## src/tocap_pkg.sv

```systemverilog
`timescale 1ns / 1ps
// ----------------------------------------------------------------------------
// tocap_pkg
// shared types, codes and constants of the text overlay register capture block
// ----------------------------------------------------------------------------
package tocap_pkg;

    localparam int SHADOW_BYTES = 49152;
    localparam int SHADOW_DEPTH = 2 * SHADOW_BYTES;
    localparam int ADDR_W       = $clog2(SHADOW_DEPTH);
    localparam int POS_W        = 16;
    localparam int CNT_W        = 17;
    localparam int DELAY_W      = 20;
    localparam int CYCLE_W      = 64;
    localparam int GEN_W        = 32;
    localparam int IN_DATA_W    = 128;
    localparam int OUT_DATA_W   = 72;

    // item kinds
    localparam logic [2:0] KIND_REG_READ  = 3'd0;
    localparam logic [2:0] KIND_REG_WRITE = 3'd1;
    localparam logic [2:0] KIND_SNOOP     = 3'd2;
    localparam logic [2:0] KIND_GAP       = 3'd3;
    localparam logic [2:0] KIND_FRAME     = 3'd4;
    localparam logic [2:0] KIND_CELL_READ = 3'd5;

    // card register offsets
    localparam logic [3:0] OFF_INDEX    = 4'd0;
    localparam logic [3:0] OFF_DATA     = 4'd1;
    localparam logic [3:0] OFF_DATA_INC = 4'd2;
    localparam logic [3:0] OFF_CMD      = 4'd3;
    localparam logic [3:0] OFF_STATUS   = 4'd4;

    // command bytes
    localparam logic [7:0] CMD_OFF  = 8'd0;
    localparam logic [7:0] CMD_ARM  = 8'd1;
    localparam logic [7:0] CMD_SHOW = 8'd2;
    localparam logic [7:0] CMD_HIDE = 8'd3;

    // indexed registers
    localparam logic [7:0] IX_BASE_LO   = 8'h00;
    localparam logic [7:0] IX_BASE_HI   = 8'h01;
    localparam logic [7:0] IX_CFG       = 8'h02;
    localparam logic [7:0] IX_COLS      = 8'h03;
    localparam logic [7:0] IX_ROWS      = 8'h04;
    localparam logic [7:0] IX_X_LO      = 8'h05;
    localparam logic [7:0] IX_X_HI      = 8'h06;
    localparam logic [7:0] IX_Y_LO      = 8'h07;
    localparam logic [7:0] IX_Y_HI      = 8'h08;
    localparam logic [7:0] IX_SCALE     = 8'h09;
    localparam logic [7:0] IX_CUR_COL   = 8'h0A;
    localparam logic [7:0] IX_CUR_ROW   = 8'h0B;
    localparam logic [7:0] IX_CUR_MODE  = 8'h0C;
    localparam logic [7:0] IX_FILL_CHAR = 8'h0D;
    localparam logic [7:0] IX_FILL_ATTR = 8'h0E;
    localparam logic [7:0] IX_WIDTH_LO  = 8'h10;
    localparam logic [7:0] IX_WIDTH_HI  = 8'h11;
    localparam logic [7:0] IX_HEIGHT_LO = 8'h12;
    localparam logic [7:0] IX_HEIGHT_HI = 8'h13;
    localparam logic [7:0] IX_A_BASE_LO = 8'h14;
    localparam logic [7:0] IX_A_BASE_HI = 8'h15;
    localparam logic [7:0] IX_A_CFG     = 8'h16;
    localparam logic [7:0] IX_A_COLS    = 8'h17;
    localparam logic [7:0] IX_A_ROWS    = 8'h18;
    localparam logic [7:0] IX_A_X_LO    = 8'h19;
    localparam logic [7:0] IX_A_X_HI    = 8'h1A;
    localparam logic [7:0] IX_A_Y_LO    = 8'h1B;
    localparam logic [7:0] IX_A_Y_HI    = 8'h1C;
    localparam logic [7:0] IX_A_SCALE   = 8'h1D;
    localparam logic [7:0] IX_INFO      = 8'h1E;

    localparam logic [7:0]  INFO_BYTE     = 8'h7F;
    localparam logic [15:0] BASE_MIN      = 16'h0200;
    localparam logic [7:0]  CFG_RSVD_MASK = 8'hE0;
    localparam logic [7:0]  ROWS_MAX      = 8'h7F;
    localparam logic [31:0] ADDR_HI_MASK  = 32'hFFFE0000;

    localparam logic [10:0] WIDTH_WIDE    = 11'd1280;
    localparam logic [10:0] WIDTH_NARROW  = 11'd1120;
    localparam logic [9:0]  HEIGHT_WIDE   = 10'd800;
    localparam logic [9:0]  HEIGHT_NARROW = 10'd768;

    localparam logic [7:0] ID_BYTES [8] = '{8'h4C, 8'h49, 8'h4E, 8'h54,
                                            8'h58, 8'h54, 8'h4C, 8'h10};

    typedef enum logic [1:0] {
        ACT_NONE = 2'd0,
        ACT_OFF  = 2'd1,
        ACT_SHOW = 2'd2,
        ACT_HIDE = 2'd3
    } act_t;

    typedef struct packed {
        logic [15:0] base;
        logic [7:0]  cfg;
        logic [7:0]  cols;
        logic [7:0]  rows;
        logic [15:0] x;
        logic [15:0] y;
        logic [7:0]  scale;
        logic [7:0]  fill_char;
        logic [7:0]  fill_attr;
    } setup_t;

    typedef enum logic [2:0] {
        ST_IDLE,
        ST_EXEC,
        ST_FILL,
        ST_ACT,
        ST_MEM,
        ST_DONE
    } state_t;

    typedef struct packed {
        logic capture;
        logic finish;
        logic fill;
        logic act;
        logic mem_done;
        logic out_load;
    } ctrl_cmd_t;

    typedef struct packed {
        logic finish_due;
        logic fill_ok;
        logic fill_last;
        logic mem_needed;
    } dp_status_t;

endpackage

```

## src/tocap_ctrl.sv

```systemverilog
`timescale 1ns / 1ps
// ----------------------------------------------------------------------------
// tocap_ctrl
// sequencer: capture, busy finish, fill sweep, action, memory access, output
// ----------------------------------------------------------------------------
module tocap_ctrl
    import tocap_pkg::*;
(
    input  logic       clk,
    input  logic       rst_n,
    input  logic       s_tvalid,
    output logic       s_tready,
    output logic       m_tvalid,
    input  logic       m_tready,
    input  dp_status_t status,
    output ctrl_cmd_t  cmd
);

    state_t state_reg, state_next;
    logic   m_tvalid_reg, m_tvalid_next;

    always_comb
    begin
        state_next = state_reg;
        unique case (state_reg)
            ST_IDLE: if (s_tvalid) state_next = ST_EXEC;
            ST_EXEC: state_next = (status.finish_due && status.fill_ok) ? ST_FILL : ST_ACT;
            ST_FILL: if (status.fill_last) state_next = ST_ACT;
            ST_ACT:  state_next = status.mem_needed ? ST_MEM : ST_DONE;
            ST_MEM:  state_next = ST_DONE;
            ST_DONE: if (!m_tvalid_reg || m_tready) state_next = ST_IDLE;
            default: state_next = ST_IDLE;
        endcase
    end

    always_comb
    begin
        cmd      = '0;
        s_tready = 1'b0;
        unique case (state_reg)
            ST_IDLE:
            begin
                s_tready    = 1'b1;
                cmd.capture = s_tvalid;
            end
            ST_EXEC: cmd.finish   = status.finish_due;
            ST_FILL: cmd.fill     = 1'b1;
            ST_ACT:  cmd.act      = 1'b1;
            ST_MEM:  cmd.mem_done = 1'b1;
            ST_DONE: cmd.out_load = !m_tvalid_reg || m_tready;
            default: cmd = '0;
        endcase
    end

    assign m_tvalid_next = cmd.out_load ? 1'b1 : (m_tready ? 1'b0 : m_tvalid_reg);
    assign m_tvalid      = m_tvalid_reg;

    always_ff @(posedge clk or negedge rst_n)
    begin
        if (!rst_n)
        begin
            state_reg    <= ST_IDLE;
            m_tvalid_reg <= 1'b0;
        end
        else
        begin
            state_reg    <= state_next;
            m_tvalid_reg <= m_tvalid_next;
        end
    end

endmodule

```

## config.mk

```make
export PLATFORM = sky130hd
export DESIGN_NAME = tocap_ctrl
export DESIGN_NICKNAME = d
export VERILOG_FILES = /design/src/tocap_pkg.sv /design/src/tocap_ctrl.sv
export SDC_FILE = /design/constraint.sdc
export NUM_CORES = 1
export LEC_CHECK = 0
export BUFFER_PORTS_ARGS = -buffer_cell sky130_fd_sc_hd__buf_4
export CORE_AREA = 2 2 39 41
export CTS_CLUSTER_DIAMETER = 80
export DETAILED_ROUTE_END_ITERATION = 12
export DIE_AREA = 0 0 41 43
export PLACE_DENSITY = 0.42
export SYNTH_ARGS = -nofsm -noshare
export SYNTH_HDL_FRONTEND = slang
export SYNTH_SLANG_ARGS = --single-unit
```

## constraint.sdc

```tcl
create_clock -name clk -period 1.8 [get_ports clk]
set_clock_uncertainty 0.05 [all_clocks]
set_input_delay 0.09 -clock clk [delete_from_list [all_inputs] [get_ports clk]]
set_output_delay 0.09 -clock clk [all_outputs]
set_load 0.03 [all_outputs]
```

==> results of run 1 <==
## layer usage
layer / share of wire, % / vias to the layer above
met2: 52 / 8
met3: 5.2 / 0
met1: 43 / 114
met5: 0 / -
met4: 0 / 0
li1: - / 145
## per-stage QoR
step / total power, uW / util (%)
floorplan: 586 / -
global placement: 683 / 28.6
detailed placement: 677 / 28.6
CTS: 796 / 30.9
global route: 842 / 30.9
finish: 779 / 30.9
## cell usage after synthesis
cell type	count
buf_4	1
xnor2_1	1
a21o_1	1
o32a_1	1
and2_1	1
nor3b_1	1
nand2b_4	1
nand3b_1	1
nand2_1	3
or2_2	1
nand2b_1	1
a21oi_1	3
buf_6	1
clkbuf_8	1
or2b_2	1
nor3_1	2
o21ai_0	2
inv_1	1
nor2_1	5
nor2_2	1
buf_2	1
dfrtp_1	4
## power groups by stage
stage          clock [uW]  sequential, uW  combinational [uW]
2_1_floorplan           0             171                 415
3_3_place_gp            0             239                 444
3_5_place_dp            0             233                 444
4_1_cts               118             233                 445
5_1_grt               119             247                 476
6_report              110             231                 437
## worst max path at each step
stage,end,slack (ns)
floorplan,cmd[5],0.28
global placement,state_reg[0],0.52
detailed placement,state_reg[0],0.53
CTS,cmd[5],0.39
global route,cmd[5],0.32
finish,cmd[5],0.41
## worst reg2reg max path: cells and delay by family, from the launching register on
family / cells / cell delay (ns)
AO/OA/AOI/OAI: 1 / 0.33
flip-flops: 1 / 0.51
AND/OR/NAND/NOR: 2 / 0.26
## layout make-up
| cell class | instances | share of cell area, % |
|---|---|---|
| Tap cell | 16 | 4.68 |
| Multi-Input combinational cell | 26 | 37.1 |
| Clock buffer | 3 | 5.26 |
| Inverter | 1 | 0.877 |
| Sequential cell | 4 | 23.4 |
| Timing Repair Buffer | 16 | 28.7 |
## kinds of logic (layout without fill, tap and decap cells)
group | after synthesis | count (layout) | synth area share, %
xor gates and xnor gates | 1 | 1 | 2.97
DFF | 4 | 4 | 33.9
and+or+nand+nor | 18 | 18 | 34.8
buffers and inverters | 5 | 20 | 14.0
AOI/OAI and AO/OA | 7 | 7 | 14.4
## layout by cell type (no fill, tap or decap), types with 2 or more instances in the layout
cell type,synthesis,routed
dfrtp_1,4,4
buf_4,1,15
a21oi_1,3,3
nand2_1,3,3
o21ai_0,2,2
nor2_1,5,5
clkbuf_4,0,3
## repair_timing
action	CTS	global route
hold endpoints to repair	4	0
setup buffers	0	0
hold buffers	1	0
==> flow_metrics.tcl, run 1 <==
set metrics [dict create \
    cp.depth 3 \
    placed_cell_area_um2 395 \
    critPathMaxFanout 12 \
    dpl.cell_count 62 \
    yosysTopAreaCell "dfrtp_1" \
    grt_util_met1_pct 11.7 \
    cts_sinks 4 \
    maxCapViolCount 0 \
    finalNonFillerCells 66 \
    synth.top_cell.area_share_pct 33.9 \
    fin_ws_ns 0.407 \
    viasPerCell 4.05 \
    worst_ir_drop_vdd_v 0.000780 \
    die_x_um 41 \
    relSlewSlack_pct 75.0 \
    wl_per_cell_um 9.26 \
    net-switching-power_uw 368 \
    antenna_left 0 \
    power_frac_clock_pct 14.2 \
    pwr-share-comb_pct 56.1 \
    num_rows 14 \
    p_per_area_nw_per_um2 1820 \
    crit_chain "nor3_2 > and2_1 > buf_4" \
    start_kind "flop" \
    cp_slowest_stage_delay_ns 0.50 \
    grt_use_met2_pct 10.6 \
    cts_tree "done" \
    cp_top_family "flip-flops" \
    synth-seq-area-share_pct 33.9 \
    r2r-end "state_reg[0]" \
    netlist_area_um2 295 \
    grt_pass1_vias 252 \
    port_buffers 15 \
    regToRegSetupSlack_ns 0.54 \
    required_ns 1.66 \
    fp.dieH_um 43 \
    insertion_delay_ns 0.23 \
    dieArea_um2 1760 \
    drive_gt1_share_pct 46.0 \
    place_congestion 0.606 \
    crit_type "reg2out" \
    io_pins 16 \
    synth_fp_nets 43 \
    grt.total_usage_pct 8.57 \
    grt_pass1_wl_um 979 \
    grt_setup_unrepaired "no" \
    synth.area.top_cells "dfrtp_1 (34%), nor2_1 (6.4%), a21oi_1 (5.1%), clkbuf_8 (4.7%), nand2b_4 (4.7%)" \
    startpoint "state_reg[0]" \
    path_clk_slew_ns 0.04 \
    synthCells 35 \
    clockRootBuffer "clkbuf_4" \
    final_cell_area_um2 428 \
    largest_reg_flops 3 \
    final.setup.tns_ns 0 \
    power.static_leakage_uw 0.000214 \
    swShare_pct 47.2 \
    finalHoldViolations 0 \
    yosys_warnings 0 \
    busiest_layer "met1" \
    seq_area_um2 100 \
    multi_input_area_um2 159 \
    cts_made_buffers 3 \
    post-route-period-util_pct 77.4 \
    grt_max_degree 13 \
    syn_area_per_cell_um2 8.44 \
    num-fill-cells 153 \
    post-place-ws_ns 0.527 \
    overflow 0 \
    hpwl_um 468 \
    cp-end-kind "primary output" \
    htreeDepth 1 \
    min_path_type "in2async" \
    max_freq_mhz 718 \
    worstMarginPinSlew_ns 0.375 \
    core_area_um2 1380 \
    nets 60 \
    critPathBufInv 1 \
    start_util_pct 21.3 \
    ys_types 22 \
    r2r_start "state_reg[1]" \
    outcome "finished, final reports clean" \
    area_growth_syn_to_layout_pct 44.9 \
    p_int_uw 411 \
    report.final.slew_viol_count 0 \
    setup_viol 0 \
    crit_arrival_ns 1.25 \
    grt_use_met3_pct 1.57 \
    clock_path_buffers 2 \
    drc 0 \
    layout_min_cycle_time_ns 1.39 \
    reg2regPathDepth 3 \
    critPathSlowestCell "dfrtp_1" \
    drtIter0Drc 6 \
    hold_slack_ns 0.136 \
    cts_resized 0 \
    finalWirelength_um 611 \
    n_antenna_cell 0 \
    firstDrtPassIters 2 \
    antenna_found_initial 0 \
    pwr-share-seq_pct 29.7 \
    vias 267 \
    ys_ff_latch 4 \
]
Note: power is estimated with default switching activity, not from simulation.
==> run 2: changes to the inputs <==
- ABC_AREA: unset -> 1
- PLACE_DENSITY: 0.42 -> 0.41
- clock period: 1.8 -> 1.2 ns (I/O delays scaled with it)
==> flow_metrics.tcl, run 2 <==
set metrics [dict create \
    outcome "finished with violations" \
    failed_checks "negative setup slack" \
    critPathBufInv 2 \
    netlist_area_um2 269 \
    synth_enable_flop_cells 0 \
    p_int_uw 681 \
    ys_types 10 \
    power_frac_clock_pct 12.8 \
    async_reset_ff_share_pct 100 \
    drc 0 \
    pwr-share-seq_pct 22.0 \
    fin_ws_ns -0.0658 \
    r2r-end "state_reg[0]" \
    hpwl_um 541 \
    required_ns 1.09 \
    min_to "m_tvalid" \
    synth-seq-area-share_pct 37.2 \
    place_congestion 0.694 \
    largest_reg_flops 3 \
    grt_pass1_vias 302 \
    yosys_warnings 0 \
    drive_gt1_share_pct 50.0 \
    finalNonFillerCells 82 \
    synth_fp_nets 52 \
    seq_area_um2 103 \
    die_x_um 41 \
    reg2regPathDepth 7 \
    net-switching-power_uw 621 \
    synth.top_cell.area_share_pct 37.2 \
    start_kind "flop" \
    placed_cell_area_um2 404 \
    p_per_area_nw_per_um2 2660 \
    num_rows 14 \
    holdPathStages 4 \
    power.static_leakage_uw 0.000278 \
    maxCapViolCount 0 \
    grt_setup_unrepaired "yes" \
    cp.depth 4 \
    hold_slack_ns 0.0744 \
    clockRootBuffer "clkbuf_4" \
    min_from "m_tready" \
    area_growth_syn_to_layout_pct 82.3 \
    drtIter0Drc 12 \
    finalHoldViolations 0 \
    synth_flop_cell "dfrtp_1" \
    wl_per_cell_um 8.07 \
    crit_type "reg2out" \
    regToRegSetupSlack_ns 0.03 \
    htreeDepth 1 \
    final_cell_mix "buf_4 (16), nand2_1 (10), inv_1 (9)" \
    insertion_delay_ns 0.23 \
    yosysMostFrequentCell "nand2_1" \
    r2r_start "state_reg[0]" \
    finalWirelength_um 662 \
    report.final.slew_viol_count 0 \
    post-place-ws_ns 0.0915 \
    synthTopCellsByCount "nand2_1 (11), inv_1 (9), nor2_1 (9)" \
    dpl.cell_count 74 \
    relSlewSlack_pct 88.9 \
    core_area_um2 1380 \
    syn_area_per_cell_um2 6.11 \
    final_common_cell "buf_4" \
    final_cell_area_um2 490 \
    nets 76 \
    vias 330 \
    layout_min_cycle_time_ns 1.27 \
    max_freq_mhz 790 \
    min_path_type "in2reg" \
    grt.total_usage_pct 9.08 \
    grt_max_degree 7 \
    cts_tree "done" \
    synthCells 44 \
    pwr-share-comb_pct 65.2 \
    grt_pass1_wl_um 1060 \
    cp_slowest_stage_delay_ns 0.41 \
    worstMarginPinSlew_ns 0.166 \
    setup_viol 6 \
    io_pins 16 \
    firstDrtPassIters 3 \
    yosysTopAreaCell "dfrtp_1" \
    post-route-period-util_pct 105 \
    cts_made_buffers 3 \
    port_buffers 15 \
    viasPerCell 4.02 \
    overflow 0 \
    cp-end-kind "primary output" \
    n_antenna_cell 0 \
    worst_ir_drop_vdd_v 0.000905 \
    cp_top_family "flip-flops" \
    swShare_pct 47.7 \
    dieArea_um2 1760 \
    start_util_pct 19.4 \
    antenna_found_initial 0 \
    fp.dieH_um 43 \
    synth.area.top_cells "dfrtp_1 (37%), nand2_1 (15%), inv_1 (13%), nor2_1 (13%), nand3_1 (7.4%)" \
    clock_path_buffers 2 \
    crit_chain "nor2_2 > inv_2 > nor3_2 > buf_4" \
    cts_sinks 4 \
    critPathMaxFanout 5 \
    path_clk_slew_ns 0.04 \
    num-fill-cells 169 \
    multi_input_area_um2 144 \
    crit_arrival_ns 1.16 \
    ys_ff_latch 4 \
    antenna_left 0 \
    critPathSlowestCell "dfrtp_1" \
]
run 2: changes by cell type after synthesis, sizes merged, moves of 2 or more:
cell / delta
inv: +9
a21oi: -2
o21ai: -2
nand2: +8
nand2b: -2
nand3: +4
nor2: +6
buf: -2
run 2: worst reg2reg max path, delay by kind of cell (launching register included):
family,cells,cell delay [ns]
buffers and inverters,2,0.25
flip-flops,1,0.41
AND/OR/NAND/NOR,5,0.36
run 2: layer usage:
metal,global-route usage [%],wire [um],vias to the layer above
li1,-,-,173
met1,10.8,275,145
met2,13.1,326,10
met3,3.14,49,2
met4,6.00,10,0
met5,0,0,-
run 2: power by group through the flow:
stage / registers, uW / clock network (uW) / logic, uW
final: 287 / 166 / 849
after global routing: 298 / 180 / 933
after CTS: 279 / 176 / 805
after detailed placement: 281 / 0 / 695
after global placement: 285 / 0 / 703
after floorplan: 298 / 0 / 461
run 2: cell families (layout without fill, tap and decap cells):
group / Yosys count / count (layout) / synth area share, %
buffers and inverters: 11 / 33 / 16.7
DFF: 4 / 4 / 37.2
AOI/OAI and AO/OA: 1 / 1 / 1.86
and+or+nand+nor: 28 / 28 / 44.2
run 2: final cells by class:
cell class              count  share of cell area (%)
flip-flops and latches      4                    20.9
multi-input cells          29                    29.3
inverters                  10                    7.65
well taps                  16                    4.08
repair buffers             20                    33.4
clock buffers               3                    4.59
run 2: worst max-delay path by stage:
stage	slack [ns]	endpoint	startpoint
2_1_floorplan	-0.06	state_reg[0]	state_reg[1]
3_5_place_dp	0.09	state_reg[0]	state_reg[2]
3_3_place_gp	0.08	state_reg[0]	state_reg[1]
4_1_cts	-0.08	cmd[0]	state_reg[1]
5_1_grt	-0.14	cmd[4]	state_reg[0]
6_report	-0.07	cmd[5]	state_reg[0]
run 2: what timing repair did:
item / 4_1_cts / 5_1_grt
endpoints found under the setup margin: 6 / 7
hold endpoints to repair: 4 / 0
hold buffers: 1 / 0
setup buffers: 3 / 1
gates resized for setup: 4 / 4
gates cloned: 0 / 0
pin swaps: 1 / 0
run 2: through the flow:
step,TNS (ns),util [%],total power [uW]
after floorplan,-0.0625,-,759
after global placement,0,29.2,988
after detailed placement,0,29.2,976
after CTS,-0.316,34.2,1260
after global routing,-0.692,35.4,1410
final,-0.242,35.4,1300
